--- config.mk ---
export PLATFORM = sky130hd
export DESIGN_NAME = pvs_cfg_flat
export DESIGN_NICKNAME = d
export VERILOG_FILES = /design/src/sv/pvs_pkg.sv /design/src/sv/pvs_ifs.sv /design/src/sv/pvs_cfg.sv /design/src/flat_wrapper.sv
export SDC_FILE = /design/constraint.sdc
export NUM_CORES = 1
export LEC_CHECK = 0
export ABC_AREA = 1
export ABC_CLOCK_PERIOD_IN_PS = 7800
export BUFFER_PORTS_ARGS = -buffer_cell sky130_fd_sc_hd__buf_4
export CAP_MARGIN = 40
export CORE_MARGIN = 5
export CORE_UTILIZATION = 50
export DETAILED_ROUTE_END_ITERATION = 8
export PLACE_DENSITY = 0.74
export SYNTH_ARGS = -nofsm -noshare
export SYNTH_HDL_FRONTEND = slang
export SYNTH_SLANG_ARGS = --single-unit
--- constraint.sdc ---
create_clock -name clk -period 7.8 [get_ports clk]
set_input_delay 0.78 -clock clk [delete_from_list [all_inputs] [get_ports clk]]
set_output_delay 0.78 -clock clk [all_outputs]
set_load 0.05 [all_outputs]
--- src/sv/pvs_pkg.sv ---
`timescale 1ns / 1ps
// Shared types, constants and arithmetic helpers of the polynomial value and slope block.
// Depends on nothing; every other file of the block uses it.

package pvs_pkg;

	// Field widths (fixed by the data formats).
	localparam int W_Q48      = 48;
	localparam int W_POINT    = 32;
	localparam int W_PROD     = 80;
	localparam int W_WIDE     = 81;
	localparam int MUL_SPLIT  = 24;
	localparam int NUM_COEFFS = 6;
	localparam int W_TERMS    = 3;
	localparam int W_REG_IDX  = 3;

	// Register indexes of the configuration port.
	localparam logic [W_REG_IDX-1:0] REG_TERM_COUNT = 3'd0;
	localparam logic [W_REG_IDX-1:0] REG_COEFF_0    = 3'd1;

	// Saturation limits of signed Q16.32.
	localparam logic signed [W_Q48-1:0] Q48_MAX = {1'b0, {(W_Q48-1){1'b1}}};
	localparam logic signed [W_Q48-1:0] Q48_MIN = {1'b1, {(W_Q48-1){1'b0}}};

	// Reset values of the configuration registers.
	localparam logic [W_TERMS-1:0] TERM_COUNT_RESET = 3'd2;
	localparam logic signed [W_Q48-1:0] COEFF_RESET [NUM_COEFFS] = '{
		48'sd0, 48'sd4294967296, 48'sd0, 48'sd0, 48'sd0, 48'sd0
	};

	typedef logic signed [W_Q48-1:0] pvs_q48_t;

	// Horner state that travels down the pipeline with each point.
	typedef struct packed {
		logic signed [W_Q48-1:0]   val;
		logic signed [W_Q48-1:0]   slp;
		logic                      vsat;
		logic                      ssat;
		logic signed [W_POINT-1:0] x;
	} pvs_data_t;

	// One pipeline stage boundary: valid bit plus the Horner state.
	typedef struct packed {
		logic      valid;
		pvs_data_t data;
	} pvs_beat_t;

	// Coefficient terms prepared for the pipeline. Terms beyond the term count read as zero.
	typedef struct packed {
		pvs_q48_t [NUM_COEFFS-1:0] val_term;
		pvs_q48_t [NUM_COEFFS-1:0] slp_term;
		logic                      slp_sat;
	} pvs_coef_t;

	// A value clipped to Q16.32 with its clip flag.
	typedef struct packed {
		logic                    sat;
		logic signed [W_Q48-1:0] val;
	} pvs_clip_t;

	// Clip a wide signed value to the 48-bit range.
	function automatic pvs_clip_t pvs_clip48(input logic signed [W_WIDE-1:0] v);
		pvs_clip_t r;
		r.sat = (v[W_WIDE-1:W_Q48-1] != '0) && (v[W_WIDE-1:W_Q48-1] != '1);
		if (!r.sat) begin
			r.val = v[W_Q48-1:0];
		end else if (v[W_WIDE-1]) begin
			r.val = Q48_MIN;
		end else begin
			r.val = Q48_MAX;
		end
		return r;
	endfunction

	// Join the two partial products and round on frac bits, ties away from zero.
	function automatic logic signed [W_PROD-1:0] pvs_round(
		input logic signed [W_Q48-MUL_SPLIT+W_POINT-1:0] hi,
		input logic signed [MUL_SPLIT+W_POINT:0]         lo,
		input int unsigned                               frac
	);
		logic signed [W_PROD-1:0] p;
		logic [W_PROD-1:0]        half;
		logic                     adj;
		p    = $signed({hi, {MUL_SPLIT{1'b0}}}) + W_PROD'(lo);
		half = (W_PROD'(1) << frac) >> 1;
		adj  = (frac != 0) && p[W_PROD-1];
		return (p + $signed(half) - $signed({{(W_PROD-1){1'b0}}, adj})) >>> frac;
	endfunction

	// Clip the rounded product, add the next term and clip again.
	function automatic pvs_clip_t pvs_accumulate(
		input logic signed [W_PROD-1:0] r,
		input logic signed [W_Q48-1:0]  c
	);
		pvs_clip_t             first;
		pvs_clip_t             second;
		logic signed [W_Q48:0] sum;
		first  = pvs_clip48(W_WIDE'(r));
		sum    = W_Q48'(first.val) + (W_Q48+1)'(c);
		sum    = (W_Q48+1)'(first.val) + (W_Q48+1)'(c);
		second = pvs_clip48(W_WIDE'(sum));
		second.sat = second.sat | first.sat;
		return second;
	endfunction

endpackage

--- src/sv/pvs_ifs.sv ---


// Configuration write channel.
interface pvs_cfg_if;
	logic                              valid;
	logic                              ready;
	logic [pvs_pkg::W_REG_IDX-1:0]     index;
	logic [pvs_pkg::W_Q48-1:0]         data;
	modport source (output valid, output index, output data, input ready);
	modport sink (input valid, input index, input data, output ready);
endinterface

--- src/sv/pvs_cfg.sv ---
`timescale 1ns / 1ps
// Configuration registers and the coefficient terms derived from them.
// Depends on pvs_pkg and pvs_cfg_if.

module pvs_cfg #(
	parameter int MAX_TERMS = 6
) (
	input  logic               clk,
	input  logic               arst_n,
	pvs_cfg_if.sink            cfg,
	output pvs_pkg::pvs_coef_t coef
);

	logic [pvs_pkg::W_TERMS-1:0]         term_count_q;
	logic signed [pvs_pkg::W_Q48-1:0]    coeff_q [pvs_pkg::NUM_COEFFS];
	logic signed [pvs_pkg::W_Q48-1:0]    vt_d [pvs_pkg::NUM_COEFFS];
	logic signed [pvs_pkg::W_Q48-1:0]    st_d [pvs_pkg::NUM_COEFFS];
	logic [pvs_pkg::NUM_COEFFS-1:0]      sat_d;
	pvs_pkg::pvs_coef_t                  coef_q;

	// Writes are always taken.
	assign cfg.ready = 1'b1;

	// Register file.
	always_ff @(posedge clk or negedge arst_n) begin
		if (!arst_n) begin
			term_count_q <= pvs_pkg::TERM_COUNT_RESET;
			for (int i = 0; i < pvs_pkg::NUM_COEFFS; i++) begin
				coeff_q[i] <= pvs_pkg::COEFF_RESET[i];
			end
		end else if (cfg.valid) begin
			if (cfg.index == pvs_pkg::REG_TERM_COUNT) begin
				term_count_q <= cfg.data[pvs_pkg::W_TERMS-1:0];
			end
			for (int i = 0; i < pvs_pkg::NUM_COEFFS; i++) begin
				if (cfg.index == pvs_pkg::W_REG_IDX'(pvs_pkg::REG_COEFF_0 + i)) begin
					coeff_q[i] <= $signed(cfg.data);
				end
			end
		end
	end

	// Per-term preparation: mask terms beyond the term count, and form k * coeff_k
	// clipped for the slope.
	for (genvar k = 0; k < pvs_pkg::NUM_COEFFS; k++) begin : g_term
		logic                                live;
		logic signed [pvs_pkg::W_Q48+3:0]    kc;
		pvs_pkg::pvs_clip_t                  kclip;

		assign live  = (k < MAX_TERMS) && (pvs_pkg::W_TERMS'(k) < term_count_q);
		assign kc    = coeff_q[k] * $signed({1'b0, pvs_pkg::W_TERMS'(k)});
		assign kclip = pvs_pkg::pvs_clip48(pvs_pkg::W_WIDE'(kc));

		assign vt_d[k]  = live ? coeff_q[k] : '0;
		assign st_d[k]  = (live && (k != 0)) ? kclip.val : '0;
		assign sat_d[k] = live && (k != 0) && kclip.sat;
	end

	// Register the prepared terms so the pipeline sees a short path.
	always_ff @(posedge clk) begin
		for (int i = 0; i < pvs_pkg::NUM_COEFFS; i++) begin
			coef_q.val_term[i] <= vt_d[i];
			coef_q.slp_term[i] <= st_d[i];
		end
		coef_q.slp_sat <= |sat_d;
	end

	assign coef = coef_q;

endmodule

--- src/flat_wrapper.sv ---
// flat-port wrapper written by rule: the top's interface ports become plain ports
module pvs_cfg_flat 
#(
	parameter int MAX_TERMS = 6
)
  (clk, arst_n, coef, cfg_valid, cfg_index, cfg_data, cfg_ready);
  pvs_cfg_if cfg_i ();
  input  logic clk;
  input  logic arst_n;
  output pvs_pkg::pvs_coef_t coef;
  input wire logic [$bits(cfg_i.valid)-1:0] cfg_valid;
  input wire logic [$bits(cfg_i.index)-1:0] cfg_index;
  input wire logic [$bits(cfg_i.data)-1:0] cfg_data;
  output wire logic [$bits(cfg_i.ready)-1:0] cfg_ready;
  assign cfg_i.valid = cfg_valid;
  assign cfg_i.index = cfg_index;
  assign cfg_i.data = cfg_data;
  assign cfg_ready = cfg_i.ready;
  pvs_cfg #(.MAX_TERMS(MAX_TERMS)) u_core (.clk(clk), .arst_n(arst_n), .cfg(cfg_i), .coef(coef));
endmodule
==> flow_metrics.py, run 1 <==
metrics = {
    "detailed_routing": {
        "vias": 27750,
        "vias_per_cell": 5.017,
        "drc_errors": 0,
        "ant_nets": 0,
        "wl_microns": 111500,
        "dr.pass1.iters": 6,
        "routedWlPerCell_microns": 20.16,
        "drtIter0Drc": 2290,
    },
    "clock_network": {
        "numCtsBuffers": 78,
        "cts_sinks": 771,
        "clk_latency_ns": 0.65,
        "cts.repair.resized": 0,
        "cts-htree-levels": 3,
        "hold_buffers": 0,
        "cts_root_buf": "clkbuf_16",
        "path_clk_slew_ns": 0.06,
        "postCtsSetupBuffers": 0,
        "cts_buffer_depth": 3,
        "cts_tree": "built",
    },
    "global_route": {
        "grt_pass1_vias": 26500,
        "antenna_found_initial": 17,
        "grt_use_total_pct": 29.75,
        "grt_remaining_overflow": 0,
        "grt_max_degree": 151,
        "grt_pass1_wl_microns": 162300,
    },
    "die": {
        "dieArea_sq_um": 72070,
        "die_x_microns": 268.5,
        "ios": 632,
        "initial_core_util_pct": 50.62,
        "die_h_microns": 268.5,
        "coreArea_sq_um": 65980,
        "fp-row-count": 94,
    },
    "logic_synthesis": {
        "ys_types": 44,
        "synthCells": 4098,
        "ys_top_cells_by_area": "dfxtp_1 (29%), dfrtp_1 (22%), nand2_1 (12%)",
        "synth_ff_type": "dfxtp_1",
        "synth_most_common_cell": "nand2_1",
        "ys_top_cells_by_count": "nand2_1 (1086), inv_1 (588), dfxtp_1 (480), nor2_1 (378), o21ai_0 (311)",
        "avgSynthCellArea_sq_um": 8.151,
        "ys_ff_latch": 771,
        "seq_area_frac_synth_pct": 50.58,
        "synth_edf_count": 0,
        "yosysWarnings": 0,
        "netlist.top_cell.by_area": "dfxtp_1",
        "synth_area_sq_um": 33400,
        "async_reset_ff_share_pct": 37.74,
        "synth_top_area_share_pct": 28.77,
    },
    "status": {
        "status": "complete, no violations",
    },
    "sta": {
        "finalHoldViolCount": 0,
        "rsz0062_at_grt": "no",
        "tightest_slew_ns": 0.9296,
        "slew_headroom_pct": 38.03,
        "post-route-min-period_ns": 3.542,
        "tns_ns": 0,
        "clock.fmax_mhz": 282.3,
        "slew_violations": 0,
        "timing.final.crit_share_pct": 45.41,
        "finalSetupViolations": 0,
        "worst_clock_skew_ns": 0.03836,
        "hold_slack_ns": 0.1158,
    },
    "run": {
        "cap_violations": 0,
    },
    "worst_setup_path": {
        "worst-path-max-fanout": 47,
        "crit_start": "u_core.coeff_q[97]",
        "critical_path_arrival_ns": 4.12,
        "end_kind": "flip-flop",
        "start_kind": "flip-flop",
        "path_class": "reg2reg",
        "rr_startpoint": "u_core.coeff_q[97]",
        "critPathRequiredTime_ns": 8.37,
    },
    "final_layout": {
        "fin_nets": 4839,
        "fill_cells": 5789,
        "drive_gt1_share_pct": 19.07,
        "area_delta_synth_final_pct": 22.26,
    },
    "place": {
        "portBuffers": 582,
        "dp_hpwl_microns": 83050,
        "gp_congestion": 0.9790,
    },
    "power_and_ir_drop": {
        "power.total_w": 0.01500,
        "power.leakage_nw": 22.09,
        "p_per_area_nw_per_um2": 367.4,
        "ir_worst_vdd_mv": 0.2044,
    },
    "hold_path": {
        "hold_class": "in2async",
    },
}
-- area by class of cell --
cell class / instances / area, sq um / area share (%)
sequential: 771 / 16900 / 41.38
inverter: 614 / 2305 / 5.644
clock buffer: 112 / 2325 / 5.693
antenna: 6 / 15.01 / 0.03677
timing repair buffer: 605 / 4727 / 11.58
clock inverter: 34 / 426.7 / 1.045
multi-input combinational: 2525 / 13060 / 31.98
tap: 864 / 1081 / 2.647
-- cells by family (layout without fill, tap and decap cells) --
logic type	Yosys count	after routing	synth area share (%)
buffers and inverters	849	1365	11.02
AOI/OAI and AO/OA	481	481	7.503
xor gates and xnor gates	81	81	2.180
and+or+nand+nor	1724	1724	21.53
DFF	771	771	50.58
other	2	55	0.02248
adders and majority gates	190	190	7.162
-- sequential cells by signal, summed over array words and instances (netlist names) --
signal               flops
u_core.coef            480
u_core.coeff_q         288
u_core.term_count_q      3
-- critical path, cell delays in order, from the launching register on --
cell and delay, ns:
dfrtp_1 0.42, ha_1 0.31, ha_1 0.24, fa_1 0.41, nand2_1 0.08, nand2_1 0.08, nand3_1 0.12, nand2_2 0.09
nand2_2 0.10, nand2_2 0.11, nand2_1 0.15, nand3_2 0.11, nand2_1 0.08, nand2_2 0.11, nor2_1 0.11, nand2_1 0.08
nand2_2 0.07, buf_4 0.51, nand3_1 0.18, nand2_1 0.10
-- metal layers --
metal / track usage (%) / wire length, microns
met1: 38.05 / 44020
met2: 50.83 / 54720
met3: 6.442 / 8866
met4: 9.530 / 3867
met5: 0 / 34
-- report_power, final --
| group | internal (W) | leakage, nW | switching (W) | total [W] |
|---|---|---|---|---|
| clock network | 0.00225 | 1.36 | 0.00165 | 0.00390 |
| registers | 0.00472 | 7.59 | 0.000463 | 0.00518 |
| logic | 0.00164 | 13.1 | 0.00428 | 0.00592 |
| total | 0.00860 | 22.1 | 0.00640 | 0.0150 |
-- placed cells by master, fill, tap and decap left out, drive strengths merged --
cell / n
nand2: 1111
nor2: 397
a22oi: 1
dfxtp: 480
a21oi: 140
nand3b: 2
nand3: 163
xnor2: 29
clkinvlp: 1
or2: 3
a21boi: 1
fa: 2
a21o: 3
dfstp: 2
xor2: 52
a31oi: 5
a31o: 6
nand4: 19
nor3: 19
dfrtp: 289
and2: 4
nor4: 6
o21ai: 311
buf: 605
ha: 188
bufinv: 4
diode: 6
conb: 49
a211oi: 1
clkbuf: 112
clkinv: 25
o21bai: 13
inv: 618
-- metrics by stage --
stage	setup slack [ns]	util [%]	std cells	instance area (sq um)
3_5_place_dp	4.284	57.70	5379	38070
5_1_grt	3.915	61.87	5526	40820
4_1_cts	4.241	61.87	5525	40820
2_1_floorplan	5.062	-	4145	33580
6_report	4.258	61.89	5531	40830
3_3_place_gp	4.223	57.33	5369	37830
-- final timing paths --
kind	endpoint	slack (ns)	depth (start not counted)
worst min register to register	u_core.coef[302]	0.47	2
worst max register to register	u_core.coef[188]	4.26	19
worst min-delay path	u_core.coeff_q[160]	0.12	1
worst max-delay path	u_core.coef[188]	4.26	19
max in group asynchronous	u_core.coeff_q[42]	6.37	2
min in group clk	u_core.coef[302]	0.47	2
No activity file was read; power rests on OpenSTA's default activity.
==> run 2, diff against run 1 <==
Settings changed: ABC_AREA 1 to 0, ABC_CLOCK_PERIOD_IN_PS 7800 to 3400, PLACE_DENSITY 0.74 to 0.75.
Clock period 7.8 ns to 3.4 ns, I/O delays scaled along.
==> run 2 against run 1 <==
Effect of this change: the run now ends with setup timing left; combinational power rose to 4.0 times the previous value; count of clock-buffer cells in the layout rose by 6; via count is 8.4% lower; first-iteration DRC count fell by 18%; sequential power increased by 150%; cell count down 16%; clock power is 120% higher; non-clock buffer count rose by 488; critical path type unchanged; largest power group unchanged; highest routed layer is now met4.
==> flow_metrics.py, run 2 <==
metrics = {
    "status": {
        "status": "complete, but fails checks",
        "violations": "setup timing",
    },
    "place": {
        "gp_congestion": 0.9203,
        "portBuffers": 582,
        "dp_hpwl_microns": 78400,
    },
    "worst_setup_path": {
        "slowest_stage": "or4_4",
        "critPathRequiredTime_ns": 3.95,
        "end_kind": "flip-flop",
        "path_class": "reg2reg",
        "critPathBufInv": 2,
        "worst-path-max-fanout": 11,
        "start_kind": "flip-flop",
        "path_depth": 14,
        "critical_path_arrival_ns": 4.73,
        "rr_startpoint": "u_core.coeff_q[111]",
        "critPathMostFrequentCell": "ha_1",
        "r2r_setup_slack_ns": -0.77,
        "cpLargestDelayFamily": "simple AND/OR/NAND/NOR gates",
        "endpoint": "u_core.coef[171]",
        "crit_start": "u_core.coeff_q[111]",
        "path_cells": "ha_1 > ha_1 > nand3_1 > or3_4 > or3b_4 > a21bo_1 > a2111o_1 > a211oi_4 > mux2i_2 > or4_4 > nor2b_4 > buf_12 > clkbuf_16 > a21o_1",
        "r2r_end": "u_core.coef[171]",
        "slowest_delay_ns": 0.54,
        "reg2reg_depth": 14,
    },
    "run": {
        "cap_violations": 0,
    },
    "sta": {
        "timing.final.crit_share_pct": 122.7,
        "tightest_slew_ns": 0.8358,
        "post-route-min-period_ns": 4.173,
        "rsz0062_at_grt": "yes",
        "finalWorstSetupSlack_ns": -0.7729,
        "clock.fmax_mhz": 239.6,
        "slew_headroom_pct": 44.28,
        "finalSetupViolations": 95,
        "worst_clock_skew_ns": 0.03172,
        "finalHoldViolCount": 0,
        "slew_violations": 0,
    },
    "final_layout": {
        "fin_nets": 3998,
        "final_core_util_pct": 70.23,
        "drive_gt1_share_pct": 44.45,
        "area_delta_synth_final_pct": 40.10,
        "register_area_sq_um": 16900,
        "multi_input_area_sq_um": 14390,
        "layout_commonest_cell": "buf_4",
        "final_cell_mix": "buf_4 (1040), dfxtp_1 (480), mux2_2 (289)",
        "fill_cells": 4506,
        "largest_register_ffs": 480,
    },
    "detailed_routing": {
        "wl_microns": 111300,
        "routedWlPerCell_microns": 23.84,
        "drc_errors": 0,
        "vias_per_cell": 5.445,
        "drtIter0Drc": 1879,
        "vias": 25420,
        "ant_nets": 0,
        "dr.pass1.iters": 8,
    },
    "power_and_ir_drop": {
        "power_frac_clock_pct": 19.3,
        "pwr-share-comb_pct": 52.2,
        "power_switching_w": 0.01932,
        "p_int_w": 0.02546,
        "power.total_w": 0.04479,
        "p_per_area_nw_per_um2": 1016,
        "ir_worst_vdd_mv": 0.7444,
        "pwr-share-seq_pct": 28.5,
        "p_sw_share_pct": 43.14,
        "power.leakage_nw": 21.61,
    },
    "global_route": {
        "grt_remaining_overflow": 0,
        "grt_max_degree": 94,
        "grt_pass1_vias": 26270,
        "grt_pass1_wl_microns": 160800,
        "grt_use_total_pct": 30.82,
        "antenna_found_initial": 11,
    },
    "clock_network": {
        "cts_root_buf": "clkbuf_16",
        "cts-htree-levels": 3,
        "cts_tree": "built",
        "numCtsBuffers": 78,
        "path_clk_slew_ns": 0.06,
        "clk_latency_ns": 0.64,
        "cts_sinks": 771,
        "cts_buffer_depth": 3,
    },
    "logic_synthesis": {
        "async_reset_ff_share_pct": 37.74,
        "ys_types": 74,
        "avgSynthCellArea_sq_um": 11.34,
        "synth_ff_type": "dfxtp_1",
        "synth_area_sq_um": 31450,
        "netlist.top_cell.by_area": "dfxtp_1",
        "ys_ff_latch": 771,
        "yosysWarnings": 0,
        "synth_most_common_cell": "dfxtp_1",
        "ys_top_cells_by_count": "dfxtp_1 (480), dfrtp_1 (289), mux2_2 (289), ha_1 (188), a21oi_1 (154)",
        "synth_top_area_share_pct": 30.56,
        "seq_area_frac_synth_pct": 53.72,
        "synth_edf_count": 0,
        "synthCells": 2774,
        "ys_top_cells_by_area": "dfxtp_1 (31%), dfrtp_1 (23%), mux2_2 (10%)",
    },
    "die": {
        "dieArea_sq_um": 68010,
        "coreArea_sq_um": 62740,
        "fp-row-count": 92,
        "initial_core_util_pct": 50.13,
        "die_x_microns": 260.8,
        "ios": 632,
        "die_h_microns": 260.8,
    },
    "hold_path": {
        "hold_class": "in2reg",
    },
}
-- run 2: cells by family after synthesis --
group | count (synthesis) | synth area share [%]
DFF | 771 | 53.72
AOI/OAI and AO/OA | 541 | 10.89
other | 2 | 0.02388
adders and majority gates | 190 | 7.607
and+or+nand+nor | 583 | 10.02
xor gates and xnor gates | 84 | 2.339
buffers and inverters | 313 | 5.021
muxes | 290 | 10.38
-- run 2: worst min path at each step --
stage | endpoint | cells past startpoint | start
3_3_place_gp | u_core.coeff_q[13] | 1 | arst_n
6_report | u_core.coeff_q[35] | 2 | cfg_data[35]
3_5_place_dp | u_core.coeff_q[57] | 1 | arst_n
2_1_floorplan | u_core.coeff_q[0] | 0 | arst_n
4_1_cts | u_core.coeff_q[35] | 2 | cfg_data[35]
5_1_grt | u_core.coeff_q[35] | 2 | cfg_data[35]
-- run 2: cell type report --
class,count,share of cell area [%]
flip-flops and latches,771,38.36
multi-input cells,1737,32.66
repair buffers,1093,19.99
clock buffers,118,5.211
well taps,846,2.402
clock inverters,26,0.7270
inverters,73,0.6219
diodes,5,0.02840
-- run 2: what timing repair did --
action / 4_1_cts / 5_1_grt
pin swaps: 61 / 52
endpoints found under the setup margin: 96 / 97
endpoints found under the hold margin: 88 / 0
setup buffers: 27 / 23
hold buffers: 2 / 0
cloned: 14 / 5
resized for setup: 161 / 109
-- run 2: per-stage QoR --
step	area [sq um]	worst slack (ns)	hold slack (ns)	setup TNS (ns)	instances
after floorplan	31750	-0.4720	0.04441	-20.27	2821
after global placement	39370	-0.5900	0.4079	-41.29	4453
after detailed placement	39380	-0.7054	0.4219	-50.86	4454
after CTS	43180	-0.6795	0.003442	-39.06	4639
after global routing	44050	-0.8453	0.02642	-59.19	4667
final	44060	-0.7729	0.04156	-51.07	4669
-- run 2: power groups by stage --
stage / Sequential, W / Combinational (W) / Clock, W
6_report: 0.0128 / 0.0234 / 0.00864
5_1_grt: 0.0130 / 0.0246 / 0.00915
4_1_cts: 0.0127 / 0.0223 / 0.00872
3_5_place_dp: 0.0128 / 0.0211 / 0
3_3_place_gp: 0.0128 / 0.0209 / 0
2_1_floorplan: 0.0176 / 0.00791 / 0
-- run 2: metal layers --
| layer | global-route usage, % | up-vias | wire length [microns] |
|---|---|---|---|
| li1 | - | 11460 | - |
| met1 | 40.30 | 12730 | 45430 |
| met2 | 52.80 | 998 | 54970 |
| met3 | 4.954 | 242 | 6930 |
| met4 | 9.657 | 0 | 3967 |
| met5 | 0 | - | 0 |
